[config.mk]
export PLATFORM = sky130hd
export DESIGN_NAME = triangle_tangent_basis_top_flat
export DESIGN_NICKNAME = d
export VERILOG_FILES = /design/src/rtl/ttb_pkg.sv /design/src/rtl/ttb_req_if.sv /design/src/rtl/ttb_rsp_if.sv /design/src/rtl/ttb_div.sv /design/src/rtl/triangle_tangent_basis_top.sv /design/src/flat_wrapper.sv
export SDC_FILE = /design/constraint.sdc
export NUM_CORES = 2
export LEC_CHECK = 0
export BUFFER_PORTS_ARGS = -buffer_cell sky130_fd_sc_hd__buf_2
export CAP_MARGIN = 40
export CORE_MARGIN = 2
export CORE_UTILIZATION = 55
export CTS_BUF_LIST = sky130_fd_sc_hd__clkbuf_8 sky130_fd_sc_hd__clkbuf_16
export DETAILED_ROUTE_END_ITERATION = 10
export MAX_ROUTING_LAYER = met4
export PLACE_DENSITY = 0.72
export SYNTH_ARGS = -nofsm -noshare
export SYNTH_HDL_FRONTEND = slang
export SYNTH_SLANG_ARGS = --single-unit
export TNS_END_PERCENT = 1
[constraint.sdc]
create_clock -name clock -period 16.8 [get_ports clock]
set_input_delay 0.84 -clock clock [delete_from_list [all_inputs] [get_ports clock]]
set_output_delay 0.84 -clock clock [all_outputs]
set_load 0.03 [all_outputs]
[src/rtl/ttb_pkg.sv]
// Shared widths, types and state codes for the triangle tangent basis block.
`timescale 1ns / 1ps
package ttb_pkg;
   localparam int POS_W       = 32;
   localparam int UV_W        = 16;
   localparam int DP_W        = POS_W + 1;
   localparam int DUV_W       = UV_W + 1;
   localparam int PROD_W      = DP_W + DUV_W;
   localparam int NUM_W       = PROD_W + 1;
   localparam int DET_W       = 2 * DUV_W + 1;
   localparam int UV_FRAC_DEF = 12;
   localparam int COMP_N      = 6;

   typedef enum logic [2:0] {
      S_IDLE, S_M1, S_M2, S_SUB, S_LOAD, S_DIV, S_EMIT
   } state_type;

   typedef struct packed {
      logic              done;
      logic              sat;
      logic [POS_W-1:0]  quo;
   } div_res_type;
endpackage

[src/rtl/ttb_req_if.sv]
// Vertex input channel.
`timescale 1ns / 1ps
interface ttb_req_if import ttb_pkg::*; ();
   logic              valid;
   logic              ready;
   logic [POS_W-1:0]  pos_x;
   logic [POS_W-1:0]  pos_y;
   logic [POS_W-1:0]  pos_z;
   logic [UV_W-1:0]   tex_u;
   logic [UV_W-1:0]   tex_v;
   logic              last_of_mesh;
   modport source (output valid, pos_x, pos_y, pos_z, tex_u, tex_v, last_of_mesh,
                   input ready);
   modport sink (input valid, pos_x, pos_y, pos_z, tex_u, tex_v, last_of_mesh,
                 output ready);
endinterface

[src/rtl/ttb_rsp_if.sv]
// Tangent basis result channel.
`timescale 1ns / 1ps
interface ttb_rsp_if import ttb_pkg::*; ();
   logic              valid;
   logic              ready;
   logic [1:0]        vertex_slot;
   logic [POS_W-1:0]  tangent_x;
   logic [POS_W-1:0]  tangent_y;
   logic [POS_W-1:0]  tangent_z;
   logic [POS_W-1:0]  bitangent_x;
   logic [POS_W-1:0]  bitangent_y;
   logic [POS_W-1:0]  bitangent_z;
   logic              degenerate;
   logic              saturated;
   logic              last;
   modport source (output valid, vertex_slot, tangent_x, tangent_y, tangent_z,
                   bitangent_x, bitangent_y, bitangent_z, degenerate, saturated,
                   last, input ready);
   modport sink (input valid, vertex_slot, tangent_x, tangent_y, tangent_z,
                 bitangent_x, bitangent_y, bitangent_z, degenerate, saturated,
                 last, output ready);
endinterface

[src/rtl/ttb_div.sv]
// Bit-serial signed divider with round-half-away and 32-bit saturation.
`timescale 1ns / 1ps
module ttb_div import ttb_pkg::*; #(
   parameter int UV_FRAC_BITS = UV_FRAC_DEF
) (
   input  logic                    clock,
   input  logic                    reset,
   input  logic                    start,
   input  logic signed [NUM_W-1:0] num,
   input  logic signed [DET_W-1:0] det,
   output div_res_type             res
);
   localparam int NW  = NUM_W + UV_FRAC_BITS;
   localparam int CW  = $clog2(NW + 1);
   localparam int RW  = DET_W;

   logic [NW-1:0]  n_ff;
   logic [RW-1:0]  d_ff;
   logic [RW-1:0]  rem_ff;
   logic [CW-1:0]  cnt_ff;
   logic           busy_ff;
   logic           fin_ff;
   logic           neg_ff;
   div_res_type    res_ff;

   logic [NUM_W-1:0] num_mag;
   logic [DET_W-1:0] det_mag;
   logic [RW:0]      rem_sh;
   logic             ge;
   logic [RW:0]      rem_dbl;
   logic [NW:0]      q_rnd;
   logic             sat_pos;
   logic             sat_neg;

   assign num_mag = num[NUM_W-1] ? NUM_W'(-num) : NUM_W'(num);
   assign det_mag = det[DET_W-1] ? DET_W'(-det) : DET_W'(det);
   assign rem_sh  = {rem_ff, n_ff[NW-1]};
   assign ge      = rem_sh >= {1'b0, d_ff};
   assign rem_dbl = {rem_ff, 1'b0};
   assign q_rnd   = {1'b0, n_ff} + (NW+1)'(rem_dbl >= {1'b0, d_ff});
   assign sat_pos = |q_rnd[NW:POS_W-1];
   assign sat_neg = (|q_rnd[NW:POS_W]) || (q_rnd[POS_W-1] && (|q_rnd[POS_W-2:0]));

   always_ff @(posedge clock) begin
      if (reset) begin
         busy_ff     <= 1'b0;
         fin_ff      <= 1'b0;
         res_ff.done <= 1'b0;
      end else begin
         res_ff.done <= fin_ff && !start && !busy_ff;
         if (start) begin
            n_ff    <= NW'(num_mag) << UV_FRAC_BITS;
            d_ff    <= det_mag;
            rem_ff  <= '0;
            cnt_ff  <= CW'(NW);
            neg_ff  <= num[NUM_W-1] ^ det[DET_W-1];
            busy_ff <= 1'b1;
         end else if (busy_ff) begin
            rem_ff <= ge ? RW'(rem_sh - {1'b0, d_ff}) : rem_sh[RW-1:0];
            n_ff   <= {n_ff[NW-2:0], ge};
            cnt_ff <= cnt_ff - 1'b1;
            if (cnt_ff == CW'(1)) begin
               busy_ff <= 1'b0;
               fin_ff  <= 1'b1;
            end
         end else if (fin_ff) begin
            fin_ff <= 1'b0;
            if (neg_ff) begin
               res_ff.sat <= sat_neg;
               res_ff.quo <= sat_neg ? {1'b1, {(POS_W-1){1'b0}}} :
                                       POS_W'(0 - q_rnd[POS_W-1:0]);
            end else begin
               res_ff.sat <= sat_pos;
               res_ff.quo <= sat_pos ? {1'b0, {(POS_W-1){1'b1}}} : q_rnd[POS_W-1:0];
            end
         end
      end
   end

   assign res = res_ff;
endmodule

[src/rtl/triangle_tangent_basis_top.sv]
// Top level: per-triangle tangent and bitangent from positions and UVs.
//
// req_chan takes one vertex per item (valid/ready). The first two vertices
// of a triangle are held; last_of_mesh on either drops the partial triangle.
// The third vertex starts the computation: one shared 33x17 multiplier
// forms the UV determinant and the six numerators, and one bit-serial
// divider (one quotient bit per cycle) turns each numerator into a
// rounded, saturated Q16.16 component.
// For a third vertex: accept, then the determinant (S_M1, S_M2, S_SUB),
// then each of the six components (S_M1, S_M2, S_SUB, S_LOAD, S_DIV), then three
// items on rsp_chan, slots 0..2, last on slot 2. A degenerate triangle
// skips the components. req_chan.ready is high only while idle, so first
// and second vertices are accepted without leaving S_IDLE.
// rsp_chan holds each item until taken; a stall simply holds the block.
// Reset clears the vertex phase and the sequencer; held vertex data is
// left as is.
`timescale 1ns / 1ps
module triangle_tangent_basis_top import ttb_pkg::*; #(
   parameter int UV_FRAC_BITS = UV_FRAC_DEF
) (
   input  logic      clock,
   input  logic      reset,
   ttb_req_if.sink   req_chan,
   ttb_rsp_if.source rsp_chan
);
   state_type state_ff, state_in;

   logic [1:0]             phase_ff;
   logic [POS_W-1:0]       p0_ff [3];
   logic [POS_W-1:0]       p1_ff [3];
   logic [UV_W-1:0]        uv0_ff [2];
   logic [UV_W-1:0]        uv1_ff [2];
   logic signed [DP_W-1:0]  dp1_ff [3];
   logic signed [DP_W-1:0]  dp2_ff [3];
   logic signed [DUV_W-1:0] du1_ff, dv1_ff, du2_ff, dv2_ff;
   logic signed [PROD_W-1:0] prod_ff, first_ff;
   logic signed [NUM_W-1:0]  num_ff;
   logic signed [DET_W-1:0]  det_ff;
   logic [2:0]             comp_ff;
   logic [POS_W-1:0]       res_ff [COMP_N];
   logic                   degen_ff;
   logic                   sat_ff;
   logic [1:0]             slot_ff;

   logic                   accept;
   logic                   third;
   logic [POS_W-1:0]       in_pos [3];
   logic signed [DP_W-1:0]  op_a;
   logic signed [DUV_W-1:0] op_b;
   logic signed [NUM_W-1:0] diff;
   logic [1:0]             idx;
   logic                   div_start;
   div_res_type            div_res;

   assign in_pos[0] = req_chan.pos_x;
   assign in_pos[1] = req_chan.pos_y;
   assign in_pos[2] = req_chan.pos_z;

   assign req_chan.ready = (state_ff == S_IDLE);
   assign accept         = req_chan.valid && req_chan.ready;
   assign third          = (phase_ff == 2'd2);
   assign div_start      = (state_ff == S_LOAD);
   assign diff           = NUM_W'(first_ff) - NUM_W'(prod_ff);
   assign idx            = (comp_ff >= 3'd4) ? 2'(comp_ff - 3'd4) : 2'(comp_ff - 3'd1);

   always_comb begin
      op_a = '0;
      op_b = '0;
      if (comp_ff == 3'd0) begin
         op_a = (state_ff == S_M1) ? DP_W'(du1_ff) : DP_W'(dv1_ff);
         op_b = (state_ff == S_M1) ? dv2_ff : du2_ff;
      end else if (comp_ff <= 3'd3) begin
         op_a = (state_ff == S_M1) ? dp1_ff[idx] : dp2_ff[idx];
         op_b = (state_ff == S_M1) ? dv2_ff : dv1_ff;
      end else begin
         op_a = (state_ff == S_M1) ? dp2_ff[idx] : dp1_ff[idx];
         op_b = (state_ff == S_M1) ? du1_ff : du2_ff;
      end
   end

   ttb_div #(.UV_FRAC_BITS(UV_FRAC_BITS)) u_div (
      .clock (clock),
      .reset (reset),
      .start (div_start),
      .num   (num_ff),
      .det   (det_ff),
      .res   (div_res)
   );

   always_ff @(posedge clock) begin
      if (reset) begin
         state_ff <= S_IDLE;
      end else begin
         state_ff <= state_in;
      end
   end

   always_comb begin
      state_in = state_ff;
      case (state_ff)
         S_IDLE: begin
            if (accept && third) state_in = S_M1;
         end
         S_M1: state_in = S_M2;
         S_M2: state_in = S_SUB;
         S_SUB: begin
            if (comp_ff != 3'd0) state_in = S_LOAD;
            else if (diff == '0) state_in = S_EMIT;
            else state_in = S_M1;
         end
         S_LOAD: state_in = S_DIV;
         S_DIV: begin
            if (div_res.done) state_in = (comp_ff == 3'(COMP_N)) ? S_EMIT : S_M1;
         end
         S_EMIT: begin
            if (rsp_chan.ready && slot_ff == 2'd2) state_in = S_IDLE;
         end
         default: state_in = S_IDLE;
      endcase
   end

   always_ff @(posedge clock) begin
      if (reset) begin
         phase_ff <= 2'd0;
         slot_ff  <= 2'd0;
      end else begin
         if (accept) begin
            if (third) begin
               phase_ff <= 2'd0;
            end else begin
               phase_ff <= req_chan.last_of_mesh ? 2'd0 : ((phase_ff == 2'd1) ? 2'd2 : 2'd1);
            end
         end
         if (state_ff == S_EMIT && rsp_chan.ready) begin
            slot_ff <= (slot_ff == 2'd2) ? 2'd0 : slot_ff + 2'd1;
         end
      end
   end

   always_ff @(posedge clock) begin
      if (accept) begin
         if (!third) begin
            for (int i = 0; i < 3; i++) begin
               if (phase_ff == 2'd1) p1_ff[i] <= in_pos[i];
               else p0_ff[i] <= in_pos[i];
            end
            if (phase_ff == 2'd1) begin
               uv1_ff[0] <= req_chan.tex_u;
               uv1_ff[1] <= req_chan.tex_v;
            end else begin
               uv0_ff[0] <= req_chan.tex_u;
               uv0_ff[1] <= req_chan.tex_v;
            end
         end else begin
            for (int i = 0; i < 3; i++) begin
               dp1_ff[i] <= DP_W'(signed'(p1_ff[i])) - DP_W'(signed'(p0_ff[i]));
               dp2_ff[i] <= DP_W'(signed'(in_pos[i])) - DP_W'(signed'(p0_ff[i]));
            end
            du1_ff   <= DUV_W'(signed'(uv1_ff[0])) - DUV_W'(signed'(uv0_ff[0]));
            dv1_ff   <= DUV_W'(signed'(uv1_ff[1])) - DUV_W'(signed'(uv0_ff[1]));
            du2_ff   <= DUV_W'(signed'(req_chan.tex_u)) - DUV_W'(signed'(uv0_ff[0]));
            dv2_ff   <= DUV_W'(signed'(req_chan.tex_v)) - DUV_W'(signed'(uv0_ff[1]));
            comp_ff  <= 3'd0;
            sat_ff   <= 1'b0;
            degen_ff <= 1'b0;
         end
      end
      if (state_ff == S_M1) begin
         prod_ff <= op_a * op_b;
      end
      if (state_ff == S_M2) begin
         first_ff <= prod_ff;
         prod_ff  <= op_a * op_b;
      end
      if (state_ff == S_SUB) begin
         if (comp_ff == 3'd0) begin
            det_ff  <= DET_W'(diff);
            comp_ff <= 3'd1;
            if (diff == '0) begin
               degen_ff <= 1'b1;
               for (int i = 0; i < COMP_N; i++) res_ff[i] <= '0;
            end
         end else begin
            num_ff <= diff;
         end
      end
      if (state_ff == S_DIV && div_res.done) begin
         res_ff[3'(comp_ff - 3'd1)] <= div_res.quo;
         sat_ff  <= sat_ff | div_res.sat;
         comp_ff <= comp_ff + 3'd1;
      end
   end

   assign rsp_chan.valid       = (state_ff == S_EMIT);
   assign rsp_chan.vertex_slot = slot_ff;
   assign rsp_chan.tangent_x   = res_ff[0];
   assign rsp_chan.tangent_y   = res_ff[1];
   assign rsp_chan.tangent_z   = res_ff[2];
   assign rsp_chan.bitangent_x = res_ff[3];
   assign rsp_chan.bitangent_y = res_ff[4];
   assign rsp_chan.bitangent_z = res_ff[5];
   assign rsp_chan.degenerate  = degen_ff;
   assign rsp_chan.saturated   = sat_ff;
   assign rsp_chan.last        = (slot_ff == 2'd2);

   a_busy_no_ready: assert property (@(posedge clock) disable iff (reset)
      (state_ff != S_IDLE) |-> !req_chan.ready)
      else $error("input ready while busy");

   a_degen_clean: assert property (@(posedge clock) disable iff (reset)
      (rsp_chan.valid && degen_ff) |-> (!sat_ff && res_ff[0] == '0 && res_ff[5] == '0))
      else $error("degenerate item carries data");

   a_slot_range: assert property (@(posedge clock) disable iff (reset)
      rsp_chan.valid |-> (slot_ff != 2'd3))
      else $error("bad vertex slot");

   a_emit_done: assert property (@(posedge clock) disable iff (reset)
      (rsp_chan.valid && rsp_chan.ready && slot_ff == 2'd2) |=> req_chan.ready)
      else $error("not idle after last item");
endmodule
[src/flat_wrapper.sv]
// flat-port wrapper written by rule: the top's interface ports become plain ports
module triangle_tangent_basis_top_flat import ttb_pkg::*;
#(
   parameter int UV_FRAC_BITS = UV_FRAC_DEF
)
  (clock, reset, req_chan_valid, req_chan_pos_x, req_chan_pos_y, req_chan_pos_z, req_chan_tex_u, req_chan_tex_v, req_chan_last_of_mesh, req_chan_ready, rsp_chan_valid, rsp_chan_vertex_slot, rsp_chan_tangent_x, rsp_chan_tangent_y, rsp_chan_tangent_z, rsp_chan_bitangent_x, rsp_chan_bitangent_y, rsp_chan_bitangent_z, rsp_chan_degenerate, rsp_chan_saturated, rsp_chan_last, rsp_chan_ready);
  ttb_req_if req_chan_i ();
  ttb_rsp_if rsp_chan_i ();
  input  logic clock;
  input  logic reset;
  input wire logic [$bits(req_chan_i.valid)-1:0] req_chan_valid;
  input wire logic [$bits(req_chan_i.pos_x)-1:0] req_chan_pos_x;
  input wire logic [$bits(req_chan_i.pos_y)-1:0] req_chan_pos_y;
  input wire logic [$bits(req_chan_i.pos_z)-1:0] req_chan_pos_z;
  input wire logic [$bits(req_chan_i.tex_u)-1:0] req_chan_tex_u;
  input wire logic [$bits(req_chan_i.tex_v)-1:0] req_chan_tex_v;
  input wire logic [$bits(req_chan_i.last_of_mesh)-1:0] req_chan_last_of_mesh;
  output wire logic [$bits(req_chan_i.ready)-1:0] req_chan_ready;
  output wire logic [$bits(rsp_chan_i.valid)-1:0] rsp_chan_valid;
  output wire logic [$bits(rsp_chan_i.vertex_slot)-1:0] rsp_chan_vertex_slot;
  output wire logic [$bits(rsp_chan_i.tangent_x)-1:0] rsp_chan_tangent_x;
  output wire logic [$bits(rsp_chan_i.tangent_y)-1:0] rsp_chan_tangent_y;
  output wire logic [$bits(rsp_chan_i.tangent_z)-1:0] rsp_chan_tangent_z;
  output wire logic [$bits(rsp_chan_i.bitangent_x)-1:0] rsp_chan_bitangent_x;
  output wire logic [$bits(rsp_chan_i.bitangent_y)-1:0] rsp_chan_bitangent_y;
  output wire logic [$bits(rsp_chan_i.bitangent_z)-1:0] rsp_chan_bitangent_z;
  output wire logic [$bits(rsp_chan_i.degenerate)-1:0] rsp_chan_degenerate;
  output wire logic [$bits(rsp_chan_i.saturated)-1:0] rsp_chan_saturated;
  output wire logic [$bits(rsp_chan_i.last)-1:0] rsp_chan_last;
  input wire logic [$bits(rsp_chan_i.ready)-1:0] rsp_chan_ready;
  assign req_chan_i.valid = req_chan_valid;
  assign req_chan_i.pos_x = req_chan_pos_x;
  assign req_chan_i.pos_y = req_chan_pos_y;
  assign req_chan_i.pos_z = req_chan_pos_z;
  assign req_chan_i.tex_u = req_chan_tex_u;
  assign req_chan_i.tex_v = req_chan_tex_v;
  assign req_chan_i.last_of_mesh = req_chan_last_of_mesh;
  assign req_chan_ready = req_chan_i.ready;
  assign rsp_chan_valid = rsp_chan_i.valid;
  assign rsp_chan_vertex_slot = rsp_chan_i.vertex_slot;
  assign rsp_chan_tangent_x = rsp_chan_i.tangent_x;
  assign rsp_chan_tangent_y = rsp_chan_i.tangent_y;
  assign rsp_chan_tangent_z = rsp_chan_i.tangent_z;
  assign rsp_chan_bitangent_x = rsp_chan_i.bitangent_x;
  assign rsp_chan_bitangent_y = rsp_chan_i.bitangent_y;
  assign rsp_chan_bitangent_z = rsp_chan_i.bitangent_z;
  assign rsp_chan_degenerate = rsp_chan_i.degenerate;
  assign rsp_chan_saturated = rsp_chan_i.saturated;
  assign rsp_chan_last = rsp_chan_i.last;
  assign rsp_chan_i.ready = rsp_chan_ready;
  triangle_tangent_basis_top #(.UV_FRAC_BITS(UV_FRAC_BITS)) u_core (.clock(clock), .reset(reset), .req_chan(req_chan_i), .rsp_chan(rsp_chan_i));
endmodule
==> results.json <==
{
  "cp.required_ns": 17.31,
  "cts_tree": "built",
  "tightest_slew_ns": 1.013,
  "fin_crit_ns": 11.16,
  "grt_max_degree": 115,
  "viasPerCell": 5.838,
  "totalWireLength_mm": 213.6,
  "max-slew-margin-rel_pct": 31.59,
  "drt_iter0_drc": 4888,
  "synth_top_area_cell": "edfxtp_1",
  "fillers": 11680,
  "skew_ns": 0.09232,
  "cap_violations": 0,
  "cpMostUsedCell": "fa_1",
  "cts-buffers-inserted": 113,
  "die_area_um2": 147500,
  "fmax_mhz": 89.61,
  "synth-edff-count": 1074,
  "yosysSeqAreaShare_pct": 40.94,
  "hold_buffers": 0,
  "post_cts_buffers": 0,
  "cp_slowest_stage_delay_ns": 0.74,
  "synthTopCellsByArea": "edfxtp_1 (41%), fa_1 (14%), ha_1 (7.4%), inv_1 (4.6%), nand2_1 (3.5%)",
  "netlist_area_um2": 79460,
  "avgSynthCellArea_um2": 10.46,
  "finalSetupTns_ns": 0,
  "syn_to_final_growth_pct": 10.07,
  "place.gp.congestion": 0.9583,
  "drc": 0,
  "hp-class": "primary input to flop",
  "finalNetCount": 9058,
  "grt_setup_unrepaired": "false",
  "drv_slew": 0,
  "numPortBuffers": 331,
  "ys_async_sr_fraction_pct": 0,
  "cp_slowest_cell": "nor2_1",
  "core-area_um2": 143500,
  "cts.sinks": 1088,
  "arrival_ns": 11.67,
  "grt_first_pass_wirelength_mm": 331.0,
  "drive_above_1_share_pct": 9.856,
  "wl_per_cell_um": 21.57,
  "worstSetupPathType": "flop to flop",
  "cts-root-buf": "clkbuf_16",
  "synth_top_flop_cell": "edfxtp_1",
  "status": "finished clean",
  "htreeDepth": 3,
  "place_hpwl_mm": 168.1,
  "clock_latency_ns": 0.78,
  "track_usage_pct": 29.94,
  "regArea_um2": 32530,
  "post_cts_resize_count": 0,
  "ys_ff_latch": 1088,
  "ios": 332,
  "synth_nets": 8748,
  "drt_first_pass_iters": 7,
  "path_max_fanout": 47,
  "antenna_found_initial": 8,
  "dieHeight_um": 384.1,
  "syn-instance-count": 7594,
  "setup_viol_count_final": 0,
  "period_share_pct": 66.43,
  "core.rowCount": 139,
  "grt_remaining_overflow": 0,
  "fp.dieW_um": 384.1,
  "synth_top_area_share_pct": 40.59,
  "yosysWarnings": 0,
  "start_kind": "flop",
  "end_kind": "flop",
  "multi_input_area_um2": 42550,
  "clkSlewWorstSetupHoldPaths_ns": 0.06,
  "hold_viol_final": 0,
  "grt_pass1_vias": 57600,
  "synth_cell_types": 98,
  "clockBufferDepth": 3,
  "vias": 57800,
  "postRouteAntennaNets": 0,
  "start_util_pct": 55.38
}
==> per-stage QoR <==
step	cells	setup WS (ns)	utilization [%]	instance area, µm²	hold WS (ns)
2_1_floorplan	7594	7.218	-	79460	0.4248
3_3_place_gp	9672	5.907	58.11	83380	0.4291
3_5_place_dp	9692	5.720	58.33	83700	0.4334
4_1_cts	9898	5.725	60.95	87450	0.2413
5_1_grt	9900	5.057	60.95	87460	0.2591
6_report	9902	5.640	60.96	87460	0.2885
==> logic make-up (layout without fill, tap and decap cells) <==
family	Yosys count	after routing	share of synthesized area, %
AO/OA/AOI/OAI	1408	1408	11.36
buffers and inverters	1209	1610	5.801
AND/OR/NAND/NOR	2361	2361	14.38
flip-flops	1088	1088	40.94
other	0	4	0
XOR/XNOR	439	439	4.839
multiplexers	68	68	1.425
adder cells (fa/ha/maj)	1021	1021	21.25
==> sequential cells by signal (all words and copies together), names as in the netlist, 50 cells and up <==
register	flops
u_core.dp1_ff	99
u_core.dp2_ff	99
u_core.first_ff	50
u_core.num_ff	51
u_core.p0_ff	96
u_core.p1_ff	96
u_core.prod_ff	50
u_core.res_ff	192
u_core.u_div.n_ff	63
==> per-layer routing <==
layer  wire length (µm)  global-route usage, %
met5                  0                      -
met4               9709                  11.69
met3              16030                  4.789
met2             103100                  49.53
met1              84750                  36.91
==> cells in the mapped netlist, types with 51 or more instances <==
library cell / instances
clkbuf_1: 196
inv_1: 972
a21o_1: 158
xor2_1: 134
nand2_1: 740
nand4_1: 63
nor2b_1: 87
nand3_1: 136
a31oi_1: 68
ha_1: 473
and3_1: 65
and2_1: 252
fa_1: 548
nor2_1: 587
o21bai_1: 51
nand2b_1: 72
a21oi_1: 414
xnor2_1: 305
edfxtp_1: 1074
o21a_1: 56
o21ai_0: 313
nor3_1: 115
==> critical path: cells and delay by family (launching register included) <==
family / cells / cell delay, ns
adder cells (fa/ha/maj): 8 / 3.24
AO/OA/AOI/OAI: 9 / 2.48
buffers and inverters: 7 / 1.88
AND/OR/NAND/NOR: 6 / 1.81
flip-flops: 1 / 0.61
multiplexers: 1 / 0.58
XOR/XNOR: 2 / 0.27
==> cell type report <==
type	instances	share of cell area [%]
Antenna cell	4	0.01144
Clock buffer	113	3.233
Clock inverter	93	1.064
Inverter	973	4.187
Multi-Input combinational cell	5297	48.65
Sequential cell	1088	37.19
Tap cell	1903	2.722
Timing Repair Buffer	431	2.941
==> cells in the final DEF, fill, tap and decap left out, drive strengths merged, types with 65 or more instances in the layout <==
cell type / n
a21o: 158
clkbuf: 113
a31oi: 68
buf: 431
nand2b: 72
nor2: 590
ha: 473
and2: 254
o21ai: 327
nor3: 118
and3: 65
nand2: 741
nand3: 138
fa: 548
edfxtp: 1074
nor2b: 87
xor2: 134
a21oi: 414
xnor2: 305
inv: 1000
==> worst paths after layout <==
path / start / to / slack [ns] / depth (start not counted)
max: u_core.comp_ff[2]$_DFF_P_ / u_core.prod_ff[49]$_DFFE_PP_ / 5.64 / 33
min: req_chan_pos_y[9] / u_core.p0_ff[0][41]$_DFFE_PP_ / 0.29 / 1
max reg2reg: u_core.comp_ff[2]$_DFF_P_ / u_core.prod_ff[49]$_DFFE_PP_ / 5.64 / 33
min reg2reg: u_core.prod_ff[8]$_DFFE_PP_ / u_core.first_ff[8]$_DFFE_PP_ / 0.39 / 0
Power is left out: the tool's default activity adds up to more than one toggle a clock period on the data nets, which glitch-free logic cannot reach.
